## src/rtl/sra_pkg.sv

```systemverilog
// ----------------------------------------------------------------------------
// sra_pkg
// Shared constants, codes and helpers for the selective-repeat ARQ window.
// ----------------------------------------------------------------------------
package sra_pkg;

  localparam int unsigned MAX_WINDOW = 16;
  localparam int unsigned SEQ_WIDTH  = 5;
  localparam int unsigned SLOT_W     = $clog2(MAX_WINDOW);
  localparam int unsigned BITS_W     = 3;

  localparam logic [BITS_W-1:0] SEQ_BITS_RST = 3'd3;
  localparam logic [BITS_W-1:0] SEQ_BITS_MAX = 3'd5;

  localparam logic KIND_REPORT = 1'b0;
  localparam logic KIND_START  = 1'b1;

  localparam logic RK_REPORT = 1'b0;
  localparam logic RK_FRAME  = 1'b1;

  localparam logic [1:0] OC_ACKED   = 2'd0;
  localparam logic [1:0] OC_ACKLOST = 2'd1;
  localparam logic [1:0] OC_DAMAGED = 2'd2;
  localparam logic [1:0] OC_LOST    = 2'd3;

  localparam logic [2:0] ST_SKIPPED = 3'd0;
  localparam logic [2:0] ST_ACKED   = 3'd1;
  localparam logic [2:0] ST_ACKLOST = 3'd2;
  localparam logic [2:0] ST_DAMAGED = 3'd3;
  localparam logic [2:0] ST_LOST    = 3'd4;

  // clamp requested sequence width to 1..SEQ_WIDTH
  function automatic logic [BITS_W-1:0] clamp_bits(input logic [BITS_W-1:0] b);
    logic [BITS_W-1:0] r;
    r = b;
    if (b == '0) r = 3'd1;
    else if (b > SEQ_BITS_MAX) r = SEQ_BITS_MAX;
    return r;
  endfunction

  // window size minus one: 2^(b-1) - 1
  function automatic logic [SLOT_W-1:0] win_last(input logic [BITS_W-1:0] b);
    logic [SEQ_WIDTH-1:0] w;
    w = SEQ_WIDTH'(1) << (b - 3'd1);
    return SLOT_W'(w - SEQ_WIDTH'(1));
  endfunction

  // modulus minus one: 2^b - 1
  function automatic logic [SEQ_WIDTH-1:0] seq_mask(input logic [BITS_W-1:0] b);
    logic [SEQ_WIDTH:0] m;
    m = (SEQ_WIDTH+1)'(1) << b;
    return SEQ_WIDTH'(m - (SEQ_WIDTH+1)'(1));
  endfunction

endpackage

```

## src/rtl/sra_if.sv

```systemverilog
// ----------------------------------------------------------------------------
// sra_in_if / sra_out_if
// Valid/ready channels for input items and result beats.
// ----------------------------------------------------------------------------
interface sra_in_if;
  logic       valid;
  logic       ready;
  logic       kind;
  logic [3:0] slot;
  logic [1:0] outcome;
  logic       round_end;

  modport source (output valid, kind, slot, outcome, round_end, input ready);
  modport sink   (input valid, kind, slot, outcome, round_end, output ready);
endinterface

interface sra_out_if;
  logic       valid;
  logic       ready;
  logic       result_kind;
  logic [4:0] seq_number;
  logic [2:0] status;
  logic       receiver_accepted;
  logic       last;

  modport source (output valid, result_kind, seq_number, status, receiver_accepted, last,
                  input ready);
  modport sink   (input valid, result_kind, seq_number, status, receiver_accepted, last,
                  output ready);
endinterface

```

## src/rtl/selective_repeat_arq_window_top.sv

```systemverilog
// ----------------------------------------------------------------------------
// selective_repeat_arq_window_top
// Selective-repeat sender/receiver window with slide and resend list.
// ----------------------------------------------------------------------------
// Items are handled one at a time; the input is ready only while the block is
// idle, and results leave through a one-beat output register. A sequencer
// walks the window one slot per cycle while the output does not stall. A start
// item loads the window and emits its frames; a report looks up its slot,
// searches the receiver window and emits the report beat, and a report that
// ends a round then scans for leading acks, compacts and refills the window
// and emits the unacked frames.
module selective_repeat_arq_window_top
  import sra_pkg::*;
(
  input  logic              clk_i,
  input  logic              rst_ni,
  input  logic              cfg_we_i,
  input  logic [BITS_W-1:0] cfg_wdata_i,
  sra_in_if.sink            in_i,
  sra_out_if.source         out_o
);

  localparam logic [2:0] S_IDLE   = 3'd0;
  localparam logic [2:0] S_LOOK   = 3'd1;
  localparam logic [2:0] S_SRCH   = 3'd2;
  localparam logic [2:0] S_REPORT = 3'd3;
  localparam logic [2:0] S_SKIP   = 3'd4;
  localparam logic [2:0] S_SHIFT  = 3'd5;
  localparam logic [2:0] S_EMIT   = 3'd6;

  logic [2:0]           state_q, state_d;
  logic [BITS_W-1:0]    seq_bits_q;
  logic [BITS_W-1:0]    act_q;
  logic [SEQ_WIDTH-1:0] send_seq_q [MAX_WINDOW];
  logic [SEQ_WIDTH-1:0] recv_seq_q [MAX_WINDOW];
  logic [MAX_WINDOW-1:0] send_acked_q;
  logic [SEQ_WIDTH-1:0] next_send_q, next_recv_q;
  logic [SLOT_W-1:0]    idx_q, slot_q;
  logic [SLOT_W:0]      j_q;
  logic [1:0]           outcome_q;
  logic                 rend_q;
  logic [SEQ_WIDTH-1:0] seq_q;
  logic [2:0]           st_q;
  logic                 acc_q;

  logic                 out_valid_q;
  logic                 out_kind_q, out_acc_q, out_last_q;
  logic [SEQ_WIDTH-1:0] out_seq_q;
  logic [2:0]           out_st_q;

  logic                 in_fire, out_free, out_push;
  logic                 push_kind, push_acc, push_last;
  logic [SEQ_WIDTH-1:0] push_seq;
  logic [2:0]           push_st;

  logic [SLOT_W-1:0]    wm1, new_wm1, rd_idx;
  logic [SEQ_WIDTH-1:0] mask;
  logic [BITS_W-1:0]    new_act;
  logic [SLOT_W:0]      src;
  logic [SEQ_WIDTH-1:0] rd_seq;
  logic                 rd_acked;
  logic                 in_range, src_in, idx_end, later;
  logic [MAX_WINDOW-1:0] pend;

  assign wm1      = win_last(act_q);
  assign mask     = seq_mask(act_q);
  assign new_act  = clamp_bits(seq_bits_q);
  assign new_wm1  = win_last(new_act);
  assign in_fire  = in_i.valid && in_i.ready;
  assign out_free = !out_valid_q || out_o.ready;
  assign src      = (SLOT_W+1)'(idx_q) + j_q;
  assign src_in   = src <= {1'b0, wm1};
  assign in_range = slot_q <= wm1;
  assign idx_end  = idx_q == wm1;

  always_comb begin
    unique case (state_q)
      S_LOOK:  rd_idx = slot_q;
      S_SHIFT: rd_idx = src[SLOT_W-1:0];
      default: rd_idx = idx_q;
    endcase
  end
  assign rd_seq   = send_seq_q[rd_idx];
  assign rd_acked = send_acked_q[rd_idx];

  // unacked slots after the current emit position
  always_comb begin
    for (int b = 0; b < MAX_WINDOW; b++) begin
      pend[b] = !send_acked_q[b] && (SLOT_W'(b) <= wm1) && (SLOT_W'(b) > idx_q);
    end
  end
  assign later = |pend;

  assign in_i.ready = state_q == S_IDLE;

  always_comb begin
    state_d   = state_q;
    out_push  = 1'b0;
    push_kind = RK_FRAME;
    push_seq  = rd_seq;
    push_st   = ST_SKIPPED;
    push_acc  = 1'b0;
    push_last = 1'b0;
    unique case (state_q)
      S_IDLE: begin
        if (in_fire) state_d = (in_i.kind == KIND_START) ? S_EMIT : S_LOOK;
      end
      S_LOOK: begin
        if (in_range && !rd_acked && (outcome_q == OC_ACKED || outcome_q == OC_ACKLOST))
          state_d = S_SRCH;
        else
          state_d = S_REPORT;
      end
      S_SRCH: begin
        if (recv_seq_q[idx_q] == seq_q || idx_end) state_d = S_REPORT;
      end
      S_REPORT: begin
        push_kind = RK_REPORT;
        push_seq  = seq_q;
        push_st   = st_q;
        push_acc  = acc_q;
        push_last = !rend_q;
        if (out_free) begin
          out_push = 1'b1;
          state_d  = rend_q ? S_SKIP : S_IDLE;
        end
      end
      S_SKIP: begin
        if (!(j_q <= {1'b0, wm1} && send_acked_q[j_q[SLOT_W-1:0]])) state_d = S_SHIFT;
      end
      S_SHIFT: begin
        if (idx_end) state_d = S_EMIT;
      end
      S_EMIT: begin
        push_last = !later;
        if (rd_acked) begin
          if (idx_end) state_d = S_IDLE;
        end else if (out_free) begin
          out_push = 1'b1;
          if (idx_end) state_d = S_IDLE;
        end
      end
      default: state_d = S_IDLE;
    endcase
  end

  always_ff @(posedge clk_i or negedge rst_ni) begin
    if (!rst_ni) begin
      state_q      <= S_IDLE;
      seq_bits_q   <= SEQ_BITS_RST;
      act_q        <= clamp_bits(SEQ_BITS_RST);
      send_acked_q <= '0;
      next_send_q  <= '0;
      next_recv_q  <= '0;
      idx_q        <= '0;
      j_q          <= '0;
      for (int i = 0; i < MAX_WINDOW; i++) begin
        send_seq_q[i] <= '0;
        recv_seq_q[i] <= '0;
      end
    end else begin
      state_q <= state_d;
      if (cfg_we_i) seq_bits_q <= cfg_wdata_i;
      unique case (state_q)
        S_IDLE: begin
          idx_q <= '0;
          if (in_fire && in_i.kind == KIND_START) begin
            act_q        <= new_act;
            send_acked_q <= '0;
            next_send_q  <= SEQ_WIDTH'(new_wm1) + SEQ_WIDTH'(1);
            next_recv_q  <= SEQ_WIDTH'(new_wm1) + SEQ_WIDTH'(1);
            for (int i = 0; i < MAX_WINDOW; i++) begin
              send_seq_q[i] <= (SLOT_W'(i) <= new_wm1) ? SEQ_WIDTH'(i) : '0;
              recv_seq_q[i] <= (SLOT_W'(i) <= new_wm1) ? SEQ_WIDTH'(i) : '0;
            end
          end
        end
        S_LOOK: begin
          idx_q <= '0;
          j_q   <= '0;
          if (in_range && !rd_acked && outcome_q == OC_ACKED) send_acked_q[slot_q] <= 1'b1;
        end
        S_SRCH: begin
          if (recv_seq_q[idx_q] == seq_q) begin
            recv_seq_q[idx_q] <= next_recv_q;
            next_recv_q       <= (next_recv_q + SEQ_WIDTH'(1)) & mask;
          end
          idx_q <= idx_q + SLOT_W'(1);
        end
        S_REPORT: begin
          idx_q <= '0;
          j_q   <= '0;
        end
        S_SKIP: begin
          idx_q <= '0;
          if (j_q <= {1'b0, wm1} && send_acked_q[j_q[SLOT_W-1:0]]) j_q <= j_q + 1'b1;
        end
        S_SHIFT: begin
          if (src_in) begin
            send_seq_q[idx_q]   <= rd_seq;
            send_acked_q[idx_q] <= rd_acked;
          end else begin
            send_seq_q[idx_q]   <= next_send_q;
            send_acked_q[idx_q] <= 1'b0;
            next_send_q         <= (next_send_q + SEQ_WIDTH'(1)) & mask;
          end
          idx_q <= idx_end ? '0 : idx_q + SLOT_W'(1);
        end
        S_EMIT: begin
          if (rd_acked || out_free) idx_q <= idx_q + SLOT_W'(1);
        end
        default: idx_q <= '0;
      endcase
    end
  end

  // item fields and report result, held while the item is worked on
  always_ff @(posedge clk_i) begin
    if (in_fire) begin
      slot_q    <= in_i.slot;
      outcome_q <= in_i.outcome;
      rend_q    <= in_i.round_end;
      acc_q     <= 1'b0;
    end
    if (state_q == S_LOOK) begin
      seq_q <= in_range ? rd_seq : '0;
      st_q  <= ST_SKIPPED;
      if (in_range && !rd_acked) begin
        case (outcome_q)
          OC_ACKED:   st_q <= ST_ACKED;
          OC_ACKLOST: st_q <= ST_ACKLOST;
          OC_DAMAGED: st_q <= ST_DAMAGED;
          default:    st_q <= ST_LOST;
        endcase
      end
    end
    if (state_q == S_SRCH && recv_seq_q[idx_q] == seq_q) acc_q <= 1'b1;
  end

  // output beat register
  always_ff @(posedge clk_i or negedge rst_ni) begin
    if (!rst_ni) begin
      out_valid_q <= 1'b0;
    end else if (out_push) begin
      out_valid_q <= 1'b1;
    end else if (out_o.ready) begin
      out_valid_q <= 1'b0;
    end
  end

  always_ff @(posedge clk_i) begin
    if (out_push) begin
      out_kind_q <= push_kind;
      out_seq_q  <= push_seq;
      out_st_q   <= push_st;
      out_acc_q  <= push_acc;
      out_last_q <= push_last;
    end
  end

  assign out_o.valid             = out_valid_q;
  assign out_o.result_kind       = out_kind_q;
  assign out_o.seq_number        = out_seq_q;
  assign out_o.status            = out_st_q;
  assign out_o.receiver_accepted = out_acc_q;
  assign out_o.last              = out_last_q;

`ifndef ASSERT_OFF
  a_act_range: assert property (@(posedge clk_i) disable iff (!rst_ni)
    act_q >= 3'd1 && act_q <= SEQ_BITS_MAX)
    else $error("active sequence width out of range");

  a_start_next: assert property (@(posedge clk_i) disable iff (!rst_ni)
    in_fire && in_i.kind == KIND_START |=>
      next_send_q == SEQ_WIDTH'(wm1) + SEQ_WIDTH'(1) && next_recv_q == next_send_q)
    else $error("start did not load next sequence numbers");

  a_ack_marked: assert property (@(posedge clk_i) disable iff (!rst_ni)
    out_push && state_q == S_REPORT && st_q == ST_ACKED |-> send_acked_q[slot_q])
    else $error("acked report without slot marked");

  a_idle_holds: assert property (@(posedge clk_i) disable iff (!rst_ni)
    state_q == S_IDLE && !in_fire |=> state_q == S_IDLE)
    else $error("sequencer left idle without a beat");
`endif

endmodule

```

## src/flat_wrapper.sv

```systemverilog
// flat-port wrapper written by rule: the top's interface ports become plain ports
module selective_repeat_arq_window_top_flat import sra_pkg::*;
  (clk_i, rst_ni, cfg_we_i, cfg_wdata_i, in_i_valid, in_i_kind, in_i_slot, in_i_outcome, in_i_round_end, in_i_ready, out_o_valid, out_o_result_kind, out_o_seq_number, out_o_status, out_o_receiver_accepted, out_o_last, out_o_ready);
  sra_in_if in_i_i ();
  sra_out_if out_o_i ();
  input  logic clk_i;
  input  logic rst_ni;
  input  logic cfg_we_i;
  input  logic [BITS_W-1:0] cfg_wdata_i;
  input wire logic [$bits(in_i_i.valid)-1:0] in_i_valid;
  input wire logic [$bits(in_i_i.kind)-1:0] in_i_kind;
  input wire logic [$bits(in_i_i.slot)-1:0] in_i_slot;
  input wire logic [$bits(in_i_i.outcome)-1:0] in_i_outcome;
  input wire logic [$bits(in_i_i.round_end)-1:0] in_i_round_end;
  output wire logic [$bits(in_i_i.ready)-1:0] in_i_ready;
  output wire logic [$bits(out_o_i.valid)-1:0] out_o_valid;
  output wire logic [$bits(out_o_i.result_kind)-1:0] out_o_result_kind;
  output wire logic [$bits(out_o_i.seq_number)-1:0] out_o_seq_number;
  output wire logic [$bits(out_o_i.status)-1:0] out_o_status;
  output wire logic [$bits(out_o_i.receiver_accepted)-1:0] out_o_receiver_accepted;
  output wire logic [$bits(out_o_i.last)-1:0] out_o_last;
  input wire logic [$bits(out_o_i.ready)-1:0] out_o_ready;
  assign in_i_i.valid = in_i_valid;
  assign in_i_i.kind = in_i_kind;
  assign in_i_i.slot = in_i_slot;
  assign in_i_i.outcome = in_i_outcome;
  assign in_i_i.round_end = in_i_round_end;
  assign in_i_ready = in_i_i.ready;
  assign out_o_valid = out_o_i.valid;
  assign out_o_result_kind = out_o_i.result_kind;
  assign out_o_seq_number = out_o_i.seq_number;
  assign out_o_status = out_o_i.status;
  assign out_o_receiver_accepted = out_o_i.receiver_accepted;
  assign out_o_last = out_o_i.last;
  assign out_o_i.ready = out_o_ready;
  selective_repeat_arq_window_top u_core (.clk_i(clk_i), .rst_ni(rst_ni), .cfg_we_i(cfg_we_i), .cfg_wdata_i(cfg_wdata_i), .in_i(in_i_i), .out_o(out_o_i));
endmodule
```

## config.mk

```make
export PLATFORM = sky130hd
export DESIGN_NAME = selective_repeat_arq_window_top_flat
export DESIGN_NICKNAME = d
export VERILOG_FILES = /design/src/rtl/sra_pkg.sv /design/src/rtl/sra_if.sv /design/src/rtl/selective_repeat_arq_window_top.sv /design/src/flat_wrapper.sv
export SDC_FILE = /design/constraint.sdc
export NUM_CORES = 1
export LEC_CHECK = 0
export BUFFER_PORTS_ARGS = -buffer_cell sky130_fd_sc_hd__clkbuf_2
export CORE_ASPECT_RATIO = 0.75
export CORE_MARGIN = 10
export CORE_UTILIZATION = 39
export DETAILED_ROUTE_END_ITERATION = 6
export GPL_TIMING_DRIVEN = 1
export PLACE_DENSITY = 0.55
export REMOVE_ABC_BUFFERS = 1
export SLEW_MARGIN = 40
export SYNTH_ARGS = -nofsm -noshare
export SYNTH_HDL_FRONTEND = slang
export SYNTH_SLANG_ARGS = --single-unit
```

## constraint.sdc

```tcl
create_clock -name clk_i -period 9.15 [get_ports clk_i]
set_input_delay 1.83 -clock clk_i [delete_from_list [all_inputs] [get_ports clk_i]]
set_output_delay 1.83 -clock clk_i [all_outputs]
set_load 0.01 [all_outputs]
```

==> metrics.csv, run 1 <==
metric,value,unit
synthesized flop and latch total,232,
hold wc startpoint,u_core.recv_seq_q[68],
Setup crit start kind,register,
WHS Path Cells,1,
register area,5940,sq um
CP arrival,5760,ps
Tmin final,5280,ps
Tot Pwr,4.84,mW
worst reg-to-reg path cell count,11,
Worst-path clk slew,60,ps
worst-path fanout max,17,
clk_lat worst skew,550,ps
Post-CTS Hold Buffers,0,
"Seq/Total Area, Yosys",44.1,%
Detailed Place HPWL,31200,um
ys flop type,dfrtp_1,
endpoint of the lowest-slack register-to-register path,u_core.send_acked_q[11],
reg2reg setup slack,3870,ps
wire length per cell,24.8,um
DRT antenna net count,0,
hold_ws,484,ps
"Distinct cells, synth",80,
clk_skew,12.5,ps
Die X,234,um
cell area power density,327,nW/um^2
crit end category,register,
crit path kind,reg2reg,
H-tree level count,1,
CTS Buf Count,25,
number of enable flip-flop cells after synthesis,26,
# rows,58,
final wirelength,44900,um
IO Pins,29,
Max Root-Sink Buffers,3,
Initial Util,39.9,%
synthesized cell area,13500,sq um
total number of yosys warnings,0,
area grow syn2layout,9.89,%
vias in the first global route,10700,
first-pass GRT wire length,69100,um
via count,11200,
Peak VDD IR,0.000151,V
reg2reg start,u_core.act_q[2],
Yosys top cell by area,dfrtp_1,
slew margin rel.,38.3,%
"FFs w/ async S/R, synth",88.4,%
Synth top area share,37.4,%
status,completed,
Root Driver,clkbuf_16,
Synth Instances,1368,
post-route setup TNS,0,ps
routability-driven placement congestion ratio,0.927,
Post-CTS Setup Inserts,0,
layout cells sized above 1,12.7,%
Least-Margin Pin Slew,902,ps
I/O Buffers,28,
# nets final,1389,
detail-routed via count per cell,6.18,
area of the multi-input gates,6910,sq um
full die area,42400,sq um
clk sinks,232,
fillcell total,3230,
max cap viols,0,
antenna cells,0,
CTS tree,built,
GR Util All Layers,20.9,%
post-CTS resize count,0,
synth top area cells,"dfrtp_1 (37%), mux4_2 (7.2%), o21ai_0 (6.2%), edfxtp_1 (5.8%), mux2i_1 (3.6%)",
"Slew Viols, Final",0,
Synth Area per Inst,9.83,sq um
largest net degree at the start of global routing,83,
static leakage,5.95,nW
initial antenna violation count,0,
period utilization,57.7,%
first drt pass iteration count,5,
initial DRC count,1217,
final hold viol count,0,
RSZ-0062 raised after global routing,no,
final worst slack,3870,ps
type of the tightest min-delay check,reg2reg,
Die Ht,181,um
core box area,33700,sq um
Final Setup Violations,0,
achievable frequency,0.189,GHz
final routed DRC violation total,0,
WP data required,9630,ps
Overflow after GRT,0,
Hold EP,u_core.recv_seq_q[68],
Post-Place Setup Slack,4000,ps
layout by cell type, fill, tap and decap left out, types with 18 or more instances in the layout:
cell type / synthesis / routed
clkbuf_16: 0 / 25
a2bb2oi_1: 23 / 23
o21ai_1: 18 / 19
a22o_1: 18 / 18
mux2i_1: 49 / 47
nand3_1: 90 / 90
clkbuf_2: 0 / 28
edfxtp_1: 26 / 26
inv_1: 41 / 41
ha_1: 31 / 31
o21ai_0: 167 / 166
nand2_1: 113 / 111
dfrtp_1: 201 / 200
o2bb2ai_1: 19 / 19
o22ai_1: 27 / 27
buf_4: 8 / 23
mux4_2: 43 / 43
nor2b_1: 19 / 18
nor2_1: 73 / 70
a21oi_1: 68 / 67
final cells by class:
class / count / area share (%)
clock buffers: 33 / 4.71
clock inverters: 13 / 0.999
inverters: 42 / 1.07
multi-input cells: 986 / 46.8
flip-flops and latches: 232 / 40.2
well taps: 450 / 3.81
repair buffers: 54 / 2.48
sequential cells by signal, indices dropped and copies added (netlist names), 5 cells and up:
| name | cells |
|---|---|
| u_core.send_seq_q | 80 |
| u_core.seq_q | 5 |
| u_core.next_send_q | 5 |
| u_core.j_q | 5 |
| u_core.recv_seq_q | 80 |
| u_core.send_acked_q | 16 |
| u_core.out_o.seq_number | 5 |
| u_core.next_recv_q | 5 |
critical path, cell delays in order (launching register included):
cell      delay, ps
dfrtp_1         560
nor3b_1         660
inv_1           300
ha_1            430
xor2_1          600
ha_1            350
o21ai_0          80
a32oi_1          80
maj3_1          560
a211oi_4        710
nand2b_1        630
a22o_1          250
power breakdown:
group          total (mW)  switching [mW]  internal, mW
Clock                1.06           0.440         0.620
Combinational        2.22            1.43         0.796
Sequential           1.55           0.252          1.30
Total                4.84            2.12          2.72
per-stage QoR:
stage,util (%),area (sq um),instances
floorplan,-,13000,1260
global placement,41.1,13900,1762
detailed placement,41.2,13900,1762
CTS,43.7,14700,1808
global route,43.8,14800,1810
finish,43.8,14800,1810
metal layers:
layer  GRT usage (%)  vias to the layer above  wire (um)
li1                -                     5049          -
met1            32.8                     5582      21600
met2            28.2                      490      18300
met3            4.70                       60       3940
met4            4.48                        0       1080
met5               0                        -          0
synthesized netlist by cell type (all sizes together) (26+ instances only):
cell	instances
a21oi	70
ha	31
dfrtp	201
buf	39
mux4	43
o22ai	27
o21ai	186
edfxtp	26
inv	41
nand2	113
clkbuf	69
mux2i	50
nor2	75
nand3	90
worst max-delay path by stage:
stage	slack [ps]	startpoint	end	cells after the start
after floorplan	4240	u_core.idx_q[0]	u_core.out_o.last	11
after global placement	3980	u_core.act_q[0]	u_core.send_seq_q[74]	11
after detailed placement	4000	u_core.act_q[2]	u_core.send_acked_q[11]	11
after CTS	3980	u_core.act_q[0]	u_core.send_acked_q[11]	11
after global routing	3430	u_core.act_q[2]	u_core.send_acked_q[9]	11
final	3870	u_core.act_q[2]	u_core.send_acked_q[11]	11
cells by family (layout without fill, tap and decap cells):
kind of cell             Yosys count  count (layout)  synth area share, %
AO/OA/AOI/OAI                    450             450                 21.3
AND/OR/NAND/NOR                  384             384                 13.8
flip-flops                       232             232                 44.1
buffers and inverters            150             142                 4.80
multiplexers                     101             101                 11.7
adder cells (fa/ha/maj)           33              33                 3.11
XOR/XNOR                          18              18                 1.17
Power figures use the tool's default switching activity.
==> run 2, diff against run 1 <==
--- a/config.mk
+++ b/config.mk
@@ -11,7 +11,7 @@
 export CORE_UTILIZATION = 39
 export DETAILED_ROUTE_END_ITERATION = 6
 export GPL_TIMING_DRIVEN = 1
-export PLACE_DENSITY = 0.55
+export PLACE_DENSITY = 0.57
 export REMOVE_ABC_BUFFERS = 1
 export SLEW_MARGIN = 40
 export SYNTH_ARGS = -nofsm -noshare
==> constraint.sdc (replaced) <==
create_clock -name clk_i -period 4.25 [get_ports clk_i]
set_input_delay 0.85 -clock clk_i [delete_from_list [all_inputs] [get_ports clk_i]]
set_output_delay 0.85 -clock clk_i [all_outputs]
set_load 0.01 [all_outputs]
==> metrics.csv, run 2 (synthesized netlist as in run 1, its figures left out) <==
metric,value,unit,change
full die area,42400,sq um,unchanged
initial DRC count,1237,,+1.6%
Detailed Place HPWL,31900,um,+2.2%
hold_ws,211,ps,-273 ps
CTS tree,built,,
most frequent cells in the layout,"dfrtp_1 (200), o21ai_0 (166), nand2_1 (112)",,
final wirelength,44900,um,about the same
initial antenna violation count,1,,+1
Die Ht,181,um,unchanged
IO Pins,29,,unchanged
Root Driver,clkbuf_16,,
Die X,234,um,unchanged
DRT antenna net count,0,,unchanged
clk sinks,232,,unchanged
status,completed,,
CP arrival,4540,ps,-1220 ps
final routed DRC violation total,0,,unchanged
routability-driven placement congestion ratio,0.947,,+2.1%
Crit path max-delay family,adder cells,,
"Cell Chain, Critical Path",inv_1 > nor3_1 > inv_1 > ha_1 > ha_1 > nor2b_1 > o21ai_0 > a32oi_1 > maj3_1 > a211oi_4 > nand2b_1 > a22o_1,,
antenna cells,0,,unchanged
core box area,33700,sq um,unchanged
crit end category,register,,
GR Util All Layers,20.9,%,-0.057 points
Bufs and invs on worst path,2,,+1
final design utilization,44.7,%,+0.90 points
layout cells sized above 1,13.9,%,+1.2 points
biggest regs,"u_core.recv_seq_q (80), u_core.send_seq_q (80), u_core.send_acked_q (16)",,
slew margin rel.,48.2,%,+9.9 points
Initial Util,39.9,%,unchanged
clk_skew,14.6,ps,+2.05 ps
first-pass GRT wire length,68800,um,-0.45%
clk_lat worst skew,560,ps,about the same
final hold viol count,0,,unchanged
H-tree level count,1,,unchanged
Final Setup Violations,0,,unchanged
placed cell area,14200,sq um,+2.0%
max cap viols,0,,unchanged
"Slew Viols, Final",0,,unchanged
detail-routed via count per cell,6.19,,+0.13%
RSZ-0062 raised after global routing,no,,
cell area after layout,15100,sq um,+2.1%
# nets final,1422,,+2.4%
achievable frequency,0.247,GHz,+31%
first drt pass iteration count,5,,unchanged
vias in the first global route,10800,,+1.1%
CTS Buf Count,25,,unchanged
cell area power density,709,nW/um^2,+120%
"commonest non-fill, non-tap cell in the layout",dfrtp_1,,
static leakage,6.13,nW,+3.1%
I/O Buffers,28,,unchanged
type of the tightest min-delay check,in2async,,
"slowest stage delay, CP",680,ps,-30 ps
Peak VDD IR,0.000340,V,+120%
wire length per cell,24.4,um,-1.7%
# rows,58,,unchanged
largest net degree at the start of global routing,67,,-19%
WP data required,4740,ps,-4890 ps
post-route setup TNS,0,ps,unchanged
period utilization,95.2,%,+37 points
crit path kind,reg2reg,,
via count,11400,,+2.0%
Least-Margin Pin Slew,755,ps,-147 ps
Post-CTS Setup Inserts,0,,unchanged
Worst-path clk slew,70,ps,about the same
Tmin final,4050,ps,-1230 ps
Setup crit start kind,register,,
Max Root-Sink Buffers,3,,unchanged
worst-path fanout max,16,,-1
slowest CP cell,dfstp_2,,
area grow syn2layout,12.1,%,
Overflow after GRT,0,,unchanged
run 2: cell types whose count changed in the layout (fill, tap and decap cells not counted), sizes merged:
cell | before | now
buf | 26 | 59
clkinv | 10 | 2
clkbuf | 61 | 66
bufinv | 3 | 4
clkinvlp | 0 | 1
inv | 42 | 43
run 2: metrics by stage:
| step | setup slack [ps] | cells | total power [mW] |
|---|---|---|---|
| floorplan | -662 | 1260 | 6.31 |
| detailed placement | 299 | 1796 | 8.20 |
| CTS | 267 | 1842 | 10.6 |
| global placement | 390 | 1795 | 8.16 |
| finish | 204 | 1843 | 10.7 |
| global route | 11.3 | 1843 | 11.3 |
run 2: timing repair:
action | in CTS | in global routing
hold buffers | 0 | 0
setup endpoints to repair | 0 | 4
gates resized for setup | 0 | 1
run 2: area by class of cell:
| type | count | area, sq um |
|---|---|---|
| clock inverters | 8 | 159 |
| repair buffers | 87 | 669 |
| multi-input cells | 986 | 6890 |
| clock buffers | 38 | 714 |
| flip-flops and latches | 232 | 5940 |
| inverters | 42 | 158 |
| fillers | 3233 | 18700 |
| well taps | 450 | 563 |
run 2: path summary, 6_finish.rpt:
check	end	start	cells after the start	slack, ps
setup / recovery	u_core.send_acked_q[5]	u_core.act_q[1]	12	200
hold / removal	u_core.recv_seq_q[11]	rst_ni	1	210
setup reg to reg	u_core.send_acked_q[5]	u_core.act_q[1]	12	200
hold reg to reg	u_core.acc_q	u_core.acc_q	2	490
max in group asynchronous	u_core.seq_bits_q[0]	rst_ni	2	3300
min in group clk_i	u_core.slot_q[3]	in_i_slot[3]	1	470
run 2: where the power goes:
group | internal, mW | switching (mW) | total, mW
combinational | 1.90 | 3.16 | 5.05
sequential | 2.80 | 0.461 | 3.26
clock | 1.41 | 0.974 | 2.38
run 2: layer usage:
| metal | routed length [um] | global-route usage (%) | vias up |
|---|---|---|---|
| met3 | 4360 | 5.90 | 65 |
| li1 | - | - | 5112 |
| met4 | 926 | 4.45 | 0 |
| met1 | 21200 | 31.9 | 5703 |
| met2 | 18500 | 28.3 | 520 |
| met5 | 0 | 0 | - |
